==> src/rtl/core/gfec_pkg.sv <==
`default_nettype none

package gfec_pkg;

  localparam int unsigned MaxDataBlocks   = 16;
  localparam int unsigned MaxParityBlocks = 4;

  localparam int unsigned SymW    = 4;
  localparam int unsigned DataW   = 2 * SymW;
  localparam int unsigned IdxW    = $clog2(MaxDataBlocks);
  localparam int unsigned CoeffW  = MaxDataBlocks * SymW;
  localparam int unsigned KW      = 5;
  localparam int unsigned MW      = 3;
  localparam int unsigned CfgIdxW = 3;
  localparam int unsigned CfgW    = CoeffW;
  localparam int unsigned GfOrder = 15;

  typedef enum logic [CfgIdxW-1:0] {
    CfgCoeff0       = 3'd0,
    CfgCoeff1       = 3'd1,
    CfgCoeff2       = 3'd2,
    CfgCoeff3       = 3'd3,
    CfgDataBlocks   = 3'd4,
    CfgParityBlocks = 3'd5
  } cfg_reg_e;

  localparam logic [SymW-1:0] GfLog [GfOrder] = '{
    4'd0, 4'd1, 4'd4, 4'd2, 4'd8, 4'd5, 4'd10, 4'd3,
    4'd14, 4'd9, 4'd7, 4'd6, 4'd13, 4'd11, 4'd12
  };

  localparam logic [SymW-1:0] GfExp [GfOrder] = '{
    4'd1, 4'd2, 4'd4, 4'd8, 4'd3, 4'd6, 4'd12, 4'd11,
    4'd5, 4'd10, 4'd7, 4'd14, 4'd15, 4'd13, 4'd9
  };

  function automatic logic [SymW-1:0] gf16_mul(input logic [SymW-1:0] a,
                                               input logic [SymW-1:0] b);
    logic [SymW:0] s;
    logic [SymW-1:0] r;
    r = '0;
    if (a != '0 && b != '0) begin
      s = {1'b0, GfLog[SymW'(a - 1'b1)]} + {1'b0, GfLog[SymW'(b - 1'b1)]};
      if (s >= (SymW+1)'(GfOrder)) begin
        s = s - (SymW+1)'(GfOrder);
      end
      r = GfExp[s[SymW-1:0]];
    end
    return r;
  endfunction

  function automatic logic [DataW-1:0] gf16_mul_byte(input logic [DataW-1:0] d,
                                                     input logic [SymW-1:0] c);
    return {gf16_mul(d[DataW-1:SymW], c), gf16_mul(d[SymW-1:0], c)};
  endfunction

endpackage

`default_nettype wire

==> src/rtl/core/gfec_if.sv <==
`default_nettype none

interface gfec_in_if import gfec_pkg::*; ();
  logic             valid;
  logic             ready;
  logic [DataW-1:0] data_byte;
  logic [IdxW-1:0]  block_index;

  modport source (output valid, output data_byte, output block_index, input ready);
  modport sink   (input valid, input data_byte, input block_index, output ready);
endinterface

interface gfec_out_if import gfec_pkg::*; ();
  logic             valid;
  logic             ready;
  logic [DataW-1:0] parity_byte0;
  logic [DataW-1:0] parity_byte1;
  logic [DataW-1:0] parity_byte2;
  logic [DataW-1:0] parity_byte3;
  logic             bad_index;

  modport source (output valid, output parity_byte0, output parity_byte1,
                  output parity_byte2, output parity_byte3, output bad_index,
                  input ready);
  modport sink   (input valid, input parity_byte0, input parity_byte1,
                  input parity_byte2, input parity_byte3, input bad_index,
                  output ready);
endinterface

`default_nettype wire

==> src/rtl/core/gf16_erasure_code_encoder.sv <==
// GF(16) erasure-code parity encoder.
// in_if carries one data byte and its data block index per transfer; bytes of
// one column arrive for blocks 0 .. k-1. Each nibble is multiplied by the
// coefficient of (data block, parity block) and XORed into up to four parity
// accumulators. The transfer of block k-1 produces one out_if transfer with
// the column's parity bytes and clears the accumulators. An index not below k
// produces one transfer with bad_index set and zero parity, and leaves the
// accumulators alone. Other indices produce no output.
// Configuration is written through cfg_we_i / cfg_idx_i / cfg_wdata_i; the
// user must do so only while the block is idle (not enforced by the block);
// indices past the register list are ignored. Data passes an input register,
// then a result register; the GF products and XOR tree are combinational
// between the two registers. Throughput: one item per cycle unless the output
// stalls: with a result pending and out_if.ready low the result register holds;
// one more item may sit in the input register, after which in_if.ready drops.
// Reset clears coefficients to zero, k and m to one, accumulators to zero and
// both pipeline registers to empty.

`default_nettype none

module gf16_erasure_code_encoder import gfec_pkg::*; (
  input  wire logic               clk_i,
  input  wire logic               rst_ni,
  input  wire logic               cfg_we_i,
  input  wire logic [CfgIdxW-1:0] cfg_idx_i,
  input  wire logic [CfgW-1:0]    cfg_wdata_i,
  gfec_in_if.sink                 in_if,
  gfec_out_if.source              out_if
);

  logic [CoeffW-1:0] coeff_q [MaxParityBlocks];
  logic [KW-1:0]     dblk_q;
  logic [MW-1:0]     pblk_q;

  logic              s1_valid_q;
  logic [DataW-1:0]  s1_byte_q;
  logic [IdxW-1:0]   s1_idx_q;

  logic [DataW-1:0]  acc_q [MaxParityBlocks];
  logic [DataW-1:0]  acc_d [MaxParityBlocks];

  logic              out_valid_q, out_valid_d;
  logic [DataW-1:0]  par_q [MaxParityBlocks];
  logic [DataW-1:0]  par_d [MaxParityBlocks];
  logic              bad_q;

  logic [KW-1:0]     k_eff;
  logic [MW-1:0]     m_eff;
  logic              bad, last, emits, out_free, adv;
  logic [DataW-1:0]  acc_upd [MaxParityBlocks];

  always_ff @(posedge clk_i or negedge rst_ni) begin
    if (!rst_ni) begin
      for (int j = 0; j < MaxParityBlocks; j++) begin
        coeff_q[j] <= '0;
      end
      dblk_q <= KW'(1);
      pblk_q <= MW'(1);
    end else if (cfg_we_i) begin
      unique case (cfg_idx_i)
        CfgCoeff0:       coeff_q[0] <= cfg_wdata_i[CoeffW-1:0];
        CfgCoeff1:       coeff_q[1] <= cfg_wdata_i[CoeffW-1:0];
        CfgCoeff2:       coeff_q[2] <= cfg_wdata_i[CoeffW-1:0];
        CfgCoeff3:       coeff_q[3] <= cfg_wdata_i[CoeffW-1:0];
        CfgDataBlocks:   dblk_q     <= cfg_wdata_i[KW-1:0];
        CfgParityBlocks: pblk_q     <= cfg_wdata_i[MW-1:0];
        default: ;
      endcase
    end
  end

  assign out_free    = !out_valid_q || out_if.ready;
  assign adv         = s1_valid_q && out_free;
  assign in_if.ready = !s1_valid_q || adv;

  always_comb begin
    k_eff = (dblk_q > KW'(MaxDataBlocks)) ? KW'(MaxDataBlocks) : dblk_q;
    m_eff = (pblk_q > MW'(MaxParityBlocks)) ? MW'(MaxParityBlocks) : pblk_q;
    bad   = {1'b0, s1_idx_q} >= k_eff;
    last  = !bad && ({1'b0, s1_idx_q} == (k_eff - KW'(1)));
    emits = bad || last;
    for (int j = 0; j < MaxParityBlocks; j++) begin
      acc_upd[j] = acc_q[j];
      if (MW'(j) < m_eff) begin
        acc_upd[j] = acc_q[j] ^ gf16_mul_byte(s1_byte_q,
                                              coeff_q[j][{s1_idx_q, 2'b00} +: SymW]);
      end
      par_d[j] = (!bad && MW'(j) < m_eff) ? acc_upd[j] : '0;
      acc_d[j] = acc_q[j];
      if (adv && !bad) begin
        acc_d[j] = last ? '0 : acc_upd[j];
      end
    end
    out_valid_d = out_valid_q;
    if (adv && emits) begin
      out_valid_d = 1'b1;
    end else if (out_if.ready) begin
      out_valid_d = 1'b0;
    end
  end

  always_ff @(posedge clk_i or negedge rst_ni) begin
    if (!rst_ni) begin
      s1_valid_q  <= 1'b0;
      out_valid_q <= 1'b0;
      for (int j = 0; j < MaxParityBlocks; j++) begin
        acc_q[j] <= '0;
      end
    end else begin
      if (in_if.ready) begin
        s1_valid_q <= in_if.valid;
      end
      out_valid_q <= out_valid_d;
      for (int j = 0; j < MaxParityBlocks; j++) begin
        acc_q[j] <= acc_d[j];
      end
    end
  end

  always_ff @(posedge clk_i) begin
    if (in_if.valid && in_if.ready) begin
      s1_byte_q <= in_if.data_byte;
      s1_idx_q  <= in_if.block_index;
    end
    if (adv && emits) begin
      for (int j = 0; j < MaxParityBlocks; j++) begin
        par_q[j] <= par_d[j];
      end
      bad_q <= bad;
    end
  end

  assign out_if.valid        = out_valid_q;
  assign out_if.parity_byte0 = par_q[0];
  assign out_if.parity_byte1 = par_q[1];
  assign out_if.parity_byte2 = par_q[2];
  assign out_if.parity_byte3 = par_q[3];
  assign out_if.bad_index    = bad_q;

endmodule

`default_nettype wire

==> src/flat_wrapper.sv <==
// flat-port wrapper written by rule: the top's interface ports become plain ports
module gf16_erasure_code_encoder_flat import gfec_pkg::*;
  (clk_i, rst_ni, cfg_we_i, cfg_idx_i, cfg_wdata_i, in_if_valid, in_if_data_byte, in_if_block_index, in_if_ready, out_if_valid, out_if_parity_byte0, out_if_parity_byte1, out_if_parity_byte2, out_if_parity_byte3, out_if_bad_index, out_if_ready);
  gfec_in_if in_if_i ();
  gfec_out_if out_if_i ();
  input  wire logic clk_i;
  input  wire logic rst_ni;
  input  wire logic cfg_we_i;
  input  wire logic [CfgIdxW-1:0] cfg_idx_i;
  input  wire logic [CfgW-1:0] cfg_wdata_i;
  input wire logic [$bits(in_if_i.valid)-1:0] in_if_valid;
  input wire logic [$bits(in_if_i.data_byte)-1:0] in_if_data_byte;
  input wire logic [$bits(in_if_i.block_index)-1:0] in_if_block_index;
  output wire logic [$bits(in_if_i.ready)-1:0] in_if_ready;
  output wire logic [$bits(out_if_i.valid)-1:0] out_if_valid;
  output wire logic [$bits(out_if_i.parity_byte0)-1:0] out_if_parity_byte0;
  output wire logic [$bits(out_if_i.parity_byte1)-1:0] out_if_parity_byte1;
  output wire logic [$bits(out_if_i.parity_byte2)-1:0] out_if_parity_byte2;
  output wire logic [$bits(out_if_i.parity_byte3)-1:0] out_if_parity_byte3;
  output wire logic [$bits(out_if_i.bad_index)-1:0] out_if_bad_index;
  input wire logic [$bits(out_if_i.ready)-1:0] out_if_ready;
  assign in_if_i.valid = in_if_valid;
  assign in_if_i.data_byte = in_if_data_byte;
  assign in_if_i.block_index = in_if_block_index;
  assign in_if_ready = in_if_i.ready;
  assign out_if_valid = out_if_i.valid;
  assign out_if_parity_byte0 = out_if_i.parity_byte0;
  assign out_if_parity_byte1 = out_if_i.parity_byte1;
  assign out_if_parity_byte2 = out_if_i.parity_byte2;
  assign out_if_parity_byte3 = out_if_i.parity_byte3;
  assign out_if_bad_index = out_if_i.bad_index;
  assign out_if_i.ready = out_if_ready;
  gf16_erasure_code_encoder u_core (.clk_i(clk_i), .rst_ni(rst_ni), .cfg_we_i(cfg_we_i), .cfg_idx_i(cfg_idx_i), .cfg_wdata_i(cfg_wdata_i), .in_if(in_if_i), .out_if(out_if_i));
endmodule
==> config.mk <==
export PLATFORM = sky130hd
export DESIGN_NAME = gf16_erasure_code_encoder_flat
export DESIGN_NICKNAME = d
export VERILOG_FILES = /design/src/rtl/core/gfec_pkg.sv /design/src/rtl/core/gfec_if.sv /design/src/rtl/core/gf16_erasure_code_encoder.sv /design/src/flat_wrapper.sv
export SDC_FILE = /design/constraint.sdc
export NUM_CORES = 1
export LEC_CHECK = 0
export BUFFER_PORTS_ARGS = -buffer_cell sky130_fd_sc_hd__buf_2
export CORE_UTILIZATION = 65
export CTS_BUF_LIST = sky130_fd_sc_hd__clkbuf_4
export CTS_CLUSTER_SIZE = 16
export DETAILED_ROUTE_END_ITERATION = 8
export PLACE_DENSITY = 0.91
export SETUP_SLACK_MARGIN = 0.05
export SLEW_MARGIN = 20
export SYNTH_ARGS = -nofsm -noshare
export SYNTH_HDL_FRONTEND = slang
export SYNTH_SLANG_ARGS = --single-unit
==> constraint.sdc <==
create_clock -name clk_i -period 15.5 [get_ports clk_i]
set_input_delay 1.55 -clock clk_i [delete_from_list [all_inputs] [get_ports clk_i]]
set_output_delay 1.55 -clock clk_i [all_outputs]
set_load 0.1 [all_outputs]
# Word level (Yosys, flattened, before mapping)
# Memory sizes are Yosys's and may differ from the RTL's.
# Cells that the tools add are included.
[op_classes]
eq_ne = 6
n_addsub = 23
muxes = 86
magnitude_cmp = 29
shift = 4
bitwise_logic = 18
reduce_logical = 37
[ops]
columns = ["cell", "count"]
rows = [
  ["$mux W4", 68],
  ["$shiftx A64 B7 Y4", 4],
  ["$mux W8", 12],
  ["$ge A5 B5 Y1 const B", 14],
  ["$not A4 Y5", 14],
  ["$add A4 B4 Y5", 8],
  ["$ge A5 B4 Y1 const B", 8],
  ["$sub A4 B4 Y4 const B", 8],
  ["$xor A8 B8 Y8", 4],
  ["$reduce_bool A4 Y1", 6],
  ["$sub A4 B1 Y4 const B", 6],
  ["$logic_and A1 B1 Y1", 17],
  ["$reduce_and A2 Y1", 6],
  ["$eq A3 B2 Y1 const B", 2],
  ["$eq A3 B3 Y1 const B", 2],
  ["$lt A1 B3 Y1 const A", 2],
  ["$lt A2 B3 Y1 const A", 2],
  ["$eq A4 B5 Y1", 1],
  ["$ge A4 B5 Y1", 1],
  ["$gt A5 B5 Y1 const B", 1],
  ["$mux W5", 1],
  ["$sub A5 B1 Y5 const B", 1],
  ["$mux W1", 4],
  ["$eq A3 B1 Y1 const B", 1],
  ["6 further kinds", 10],
]
[word_totals]
elab_cells = 233
ram_bits = 32
output_inout_bits = 35
memories = 15
in_bits = 84
register_bits = 311
mem_bits_ro = 896
[memory_table]
columns = ["name", "words", "width", "read_ports", "rd_clocked_by_memory_dff", "wr", "line", "source"]
rows = [
  ["(name not given)", 16, 4, 1, 0, 0, "gfec_pkg.sv:43", "s = {1'b0, GfLog[SymW'(a - 1'b1)]} + {1'b0, GfLog[SymW'(b - 1'b1)]};"],
  ["(name not given)", 16, 4, 1, 0, 0, "gfec_pkg.sv:43", ""],
  ["(name not given)", 16, 4, 1, 0, 0, "gfec_pkg.sv:47", "r = GfExp[s[SymW-1:0]];"],
  ["(name not given)", 16, 4, 1, 0, 0, "gfec_pkg.sv:43", ""],
  ["(name not given)", 16, 4, 1, 0, 0, "gfec_pkg.sv:47", ""],
  ["(name not given)", 16, 4, 1, 0, 0, "gfec_pkg.sv:43", ""],
  ["+9 memories", "-", "-", "-", "-", "-", "-", ""],
]

# Longest topological paths before layout
[logic_depth]
word_depth = 20
mapped_depth = 30
ltp_nobuf = 26

# Worst setup path after synthesis
# No wires, ideal clock.
[synth_path]
kind = "register to register"
from = "register u_core.s1_idx_q[0]"
to = "memory u_core.par_q[2][5] (netlist name), data pin"
setup_slack_ns = 8.930
path_stages_with_launch = 31
arrival_time_ns = 6.307
n_path_buf = 4
synth_period_minus_slack_ns = 6.570
cell_sequence = "edfxtp_1 > buf_6 > buf_12 > buf_12 > buf_6 > mux4_2 > mux4_2 > inv_1 > ha_1 > inv_1 > xnor2_1 > a22oi_1 > nor2_1 > a2bb2oi_1 > a21oi_1 > ha_1 > fa_1 > ha_1 > a21oi_1 > a311o_1 > o21ai_1 > xor2_1 > inv_1 > ha_1 > a21oi_1 > a21oi_1 > a211oi_1 > a211oi_1 > a211oi_1 > xnor2_1 > nor2_1"
[synth_rtl]
columns = ["item", "line", "source"]
rows = [
  ["start, declared", "gf16_erasure_code_encoder.sv:37", "logic [IdxW-1:0] s1_idx_q;"],
  ["start signal, assigned", "gf16_erasure_code_encoder.sv:123", "s1_idx_q <= in_if.block_index;"],
  ["end, declared", "gf16_erasure_code_encoder.sv:43", "logic [DataW-1:0] par_q [MaxParityBlocks];"],
]

==> results.py <==
metrics = {
    "place": {
        "gp_congestion": 0.937,
        "io_buffer_count": 118,
        "hpwl_um": 34600,
    },
    "layout": {
        "ff_latch_area_mm2": 0.00881,
        "drive_above_1_share_pct": 33.9,
        "multiInputGateArea_mm2": 0.0115,
        "num-fill-cells": 2020,
        "nNetsFinal": 2083,
        "layout_commonest_cell": "dfrtp_1",
        "most-common-layout-cells": "dfrtp_1 (296), mux2_2 (283), clkbuf_4 (124)",
        "area_growth_pct": 9.35,
    },
    "synth": {
        "synthFlopType": "dfrtp_1",
        "yosys_warnings": 0,
        "syn-mean-instance-area_um2": 12.1,
        "synth.net_count": 1928,
        "syn_inst": 1730,
        "synth.distinct_cells": 91,
        "synth-seq-area-share_pct": 42.0,
        "netlist_area_mm2": 0.0210,
        "ys_async_sr_fraction_pct": 86.9,
        "synth_edf_count": 45,
        "ys_ff_latch": 343,
    },
    "worst_setup_path": {
        "max_stage_delay_ns": 0.66,
        "critPathArrivalTime_ns": 8.51,
        "startpoint_type": "flop",
        "cp-end-kind": "flop",
        "crit_path_max_fanout": 35,
        "cp_data_required_time_ns": 16.01,
        "crit_path_top_delay_cell": "buf_4",
        "path_class": "flop to flop",
    },
    "floorplanning": {
        "std_cell_rows": 65,
        "start_util_pct": 66.3,
        "die_x_um": 182,
        "ios": 119,
        "die_h_um": 182,
        "core_mm2": 0.0316,
        "fp.dieArea_mm2": 0.0330,
    },
    "sta": {
        "min_period_over_period_pct": 51.6,
        "tns_ns": 0,
        "max_freq_mhz": 125,
        "rsz0062_at_grt": "false",
        "hold_ws_ns": 0.498,
        "setup_viol": 0,
        "slew_headroom_pct": 26.9,
        "hold_violations": 0,
        "finClkSkew_ns": 0.0548,
        "drv_slew": 0,
        "worstMarginPinSlew_ns": 1.09,
        "fin_crit_ns": 8.00,
    },
    "clock_network": {
        "cts_hold_buf": 0,
        "cts_buffer_depth": 3,
        "clk_pin_slew_ns": 0.06,
        "ctsResizeCount": 0,
        "cts.sinks": 343,
        "cts_root_buffer": "clkbuf_4",
        "clk_latency_ns": 0.80,
        "numCtsBuffers": 88,
        "postCtsSetupRepairBufs": 0,
        "cts-htree-levels": 3,
        "cts_tree": "built",
    },
    "global_route": {
        "grt_pass1_vias": 15400,
        "track_usage_pct": 31.4,
        "antenna_found_initial": 2,
        "gr-total-overflow": 0,
        "grt_max_degree": 172,
        "grt_pass1_wl_um": 81200,
    },
    "routing": {
        "viasPerCell": 6.49,
        "antenna_left": 0,
        "drc": 0,
        "wl_per_cell_um": 21.7,
        "dr.pass1.iters": 5,
        "drtIter0Drc": 1202,
        "vias": 15200,
        "wl_um": 50700,
    },
    "flow_run": {
        "maxCapViolCount": 0,
    },
    "outcome": {
        "status": "completed",
    },
    "hold_path": {
        "hold_path_class": "flop to flop",
    },
}
-- routing by layer --
layer / GRT usage [%] / vias to the layer above / wire [um]
met2: 50.1 / 656 / 24100
met4: 17.9 / 0 / 2510
met1: 40.7 / 7584 / 20600
li1: - / 6787 / -
met3: 5.96 / 170 / 3460
met5: 0 / - / 0
-- path summary, 6_finish.rpt --
path / start / endpoint / slack (ns) / cells after the start
max: u_core.s1_idx_q[0] / u_core.par_q[2][5] / 7.50 / 28
min: u_core.coeff_q[42] / u_core.coeff_q[42] / 0.50 / 1
max reg2reg: u_core.s1_idx_q[0] / u_core.par_q[2][5] / 7.50 / 28
min reg2reg: u_core.coeff_q[42] / u_core.coeff_q[42] / 0.50 / 1
max in group asynchronous: rst_ni / u_core.coeff_q[121] / 13.62 / 2
min in group asynchronous: rst_ni / u_core.acc_q[4] / 0.63 / 1
-- registers in the layout (all words and copies together) (netlist names) --
| name | flops |
|---|---|
| u_core.coeff_q | 256 |
| u_core.acc_q | 32 |
| u_core.par_q | 32 |
| u_core.s1_byte_q | 8 |
| u_core.dblk_q | 5 |
| u_core.s1_idx_q | 4 |
| u_core.pblk_q | 3 |
| u_core.out_if.bad_index | 1 |
| u_core.out_if.valid | 1 |
| u_core.s1_valid_q | 1 |
-- final cells by class --
class / count / area share [%]
multi-input cells: 1244 / 50.3
flip-flops and latches: 343 / 38.4
clock buffers: 124 / 4.06
repair buffers: 134 / 3.28
well taps: 402 / 2.19
inverters: 74 / 1.21
clock inverters: 17 / 0.486
diodes: 2 / 0.0218
-- Yosys cell counts, drive strengths merged, types with 10 or more instances --
cell,number,share of area (%)
a211oi,19,0.68
or3,24,0.72
a21o,18,0.64
a21oi,77,1.9
dfrtp,296,35
clkbuf,46,0.82
a22oi,10,0.36
nand2,59,1.1
nor3b,13,0.47
o21ai,68,1.6
nand3,29,0.69
inv,73,1.3
mux2,283,15
nor2,106,1.9
xnor2,54,2.3
xor2,23,1.0
o22ai,13,0.39
nor3,18,0.61
o211ai,17,0.61
buf,23,0.94
nor2b,13,0.39
nand2b,16,0.48
or2,13,0.39
ha,106,6.3
mux2i,55,2.8
edfxtp,45,6.4
mux4,75,8.4
-- critical path: cells and delay by family (launching register included) --
kind,cells,cell delay [ns]
AOI/OAI and AO/OA,11,1.89
xor gates and xnor gates,3,1.05
adders and majority gates,5,1.56
buffers and inverters,5,1.53
DFF,1,0.33
muxes,2,1.16
and+or+nand+nor,2,0.18
-- per-stage QoR --
step	utilization, %	area [um2]	worst slack, ns	cells
after detailed placement	69.1	21900	7.60	2196
final	72.5	22900	7.50	2340
after global routing	72.5	22900	6.84	2340
after floorplan	-	21000	8.93	1730
after global placement	69.1	21900	7.94	2196
after CTS	72.4	22900	7.55	2337
-- cells by family after synthesis --
kind of cell	share of synthesized area (%)
muxes	26.4
DFF	42.0
and+or+nand+nor	8.36
AOI/OAI and AO/OA	9.80
buffers and inverters	3.08
adders and majority gates	7.09
xor gates and xnor gates	3.29
Power is not shown: default switching activity piles up to over one toggle a cycle in this logic, so the estimate is an artifact.
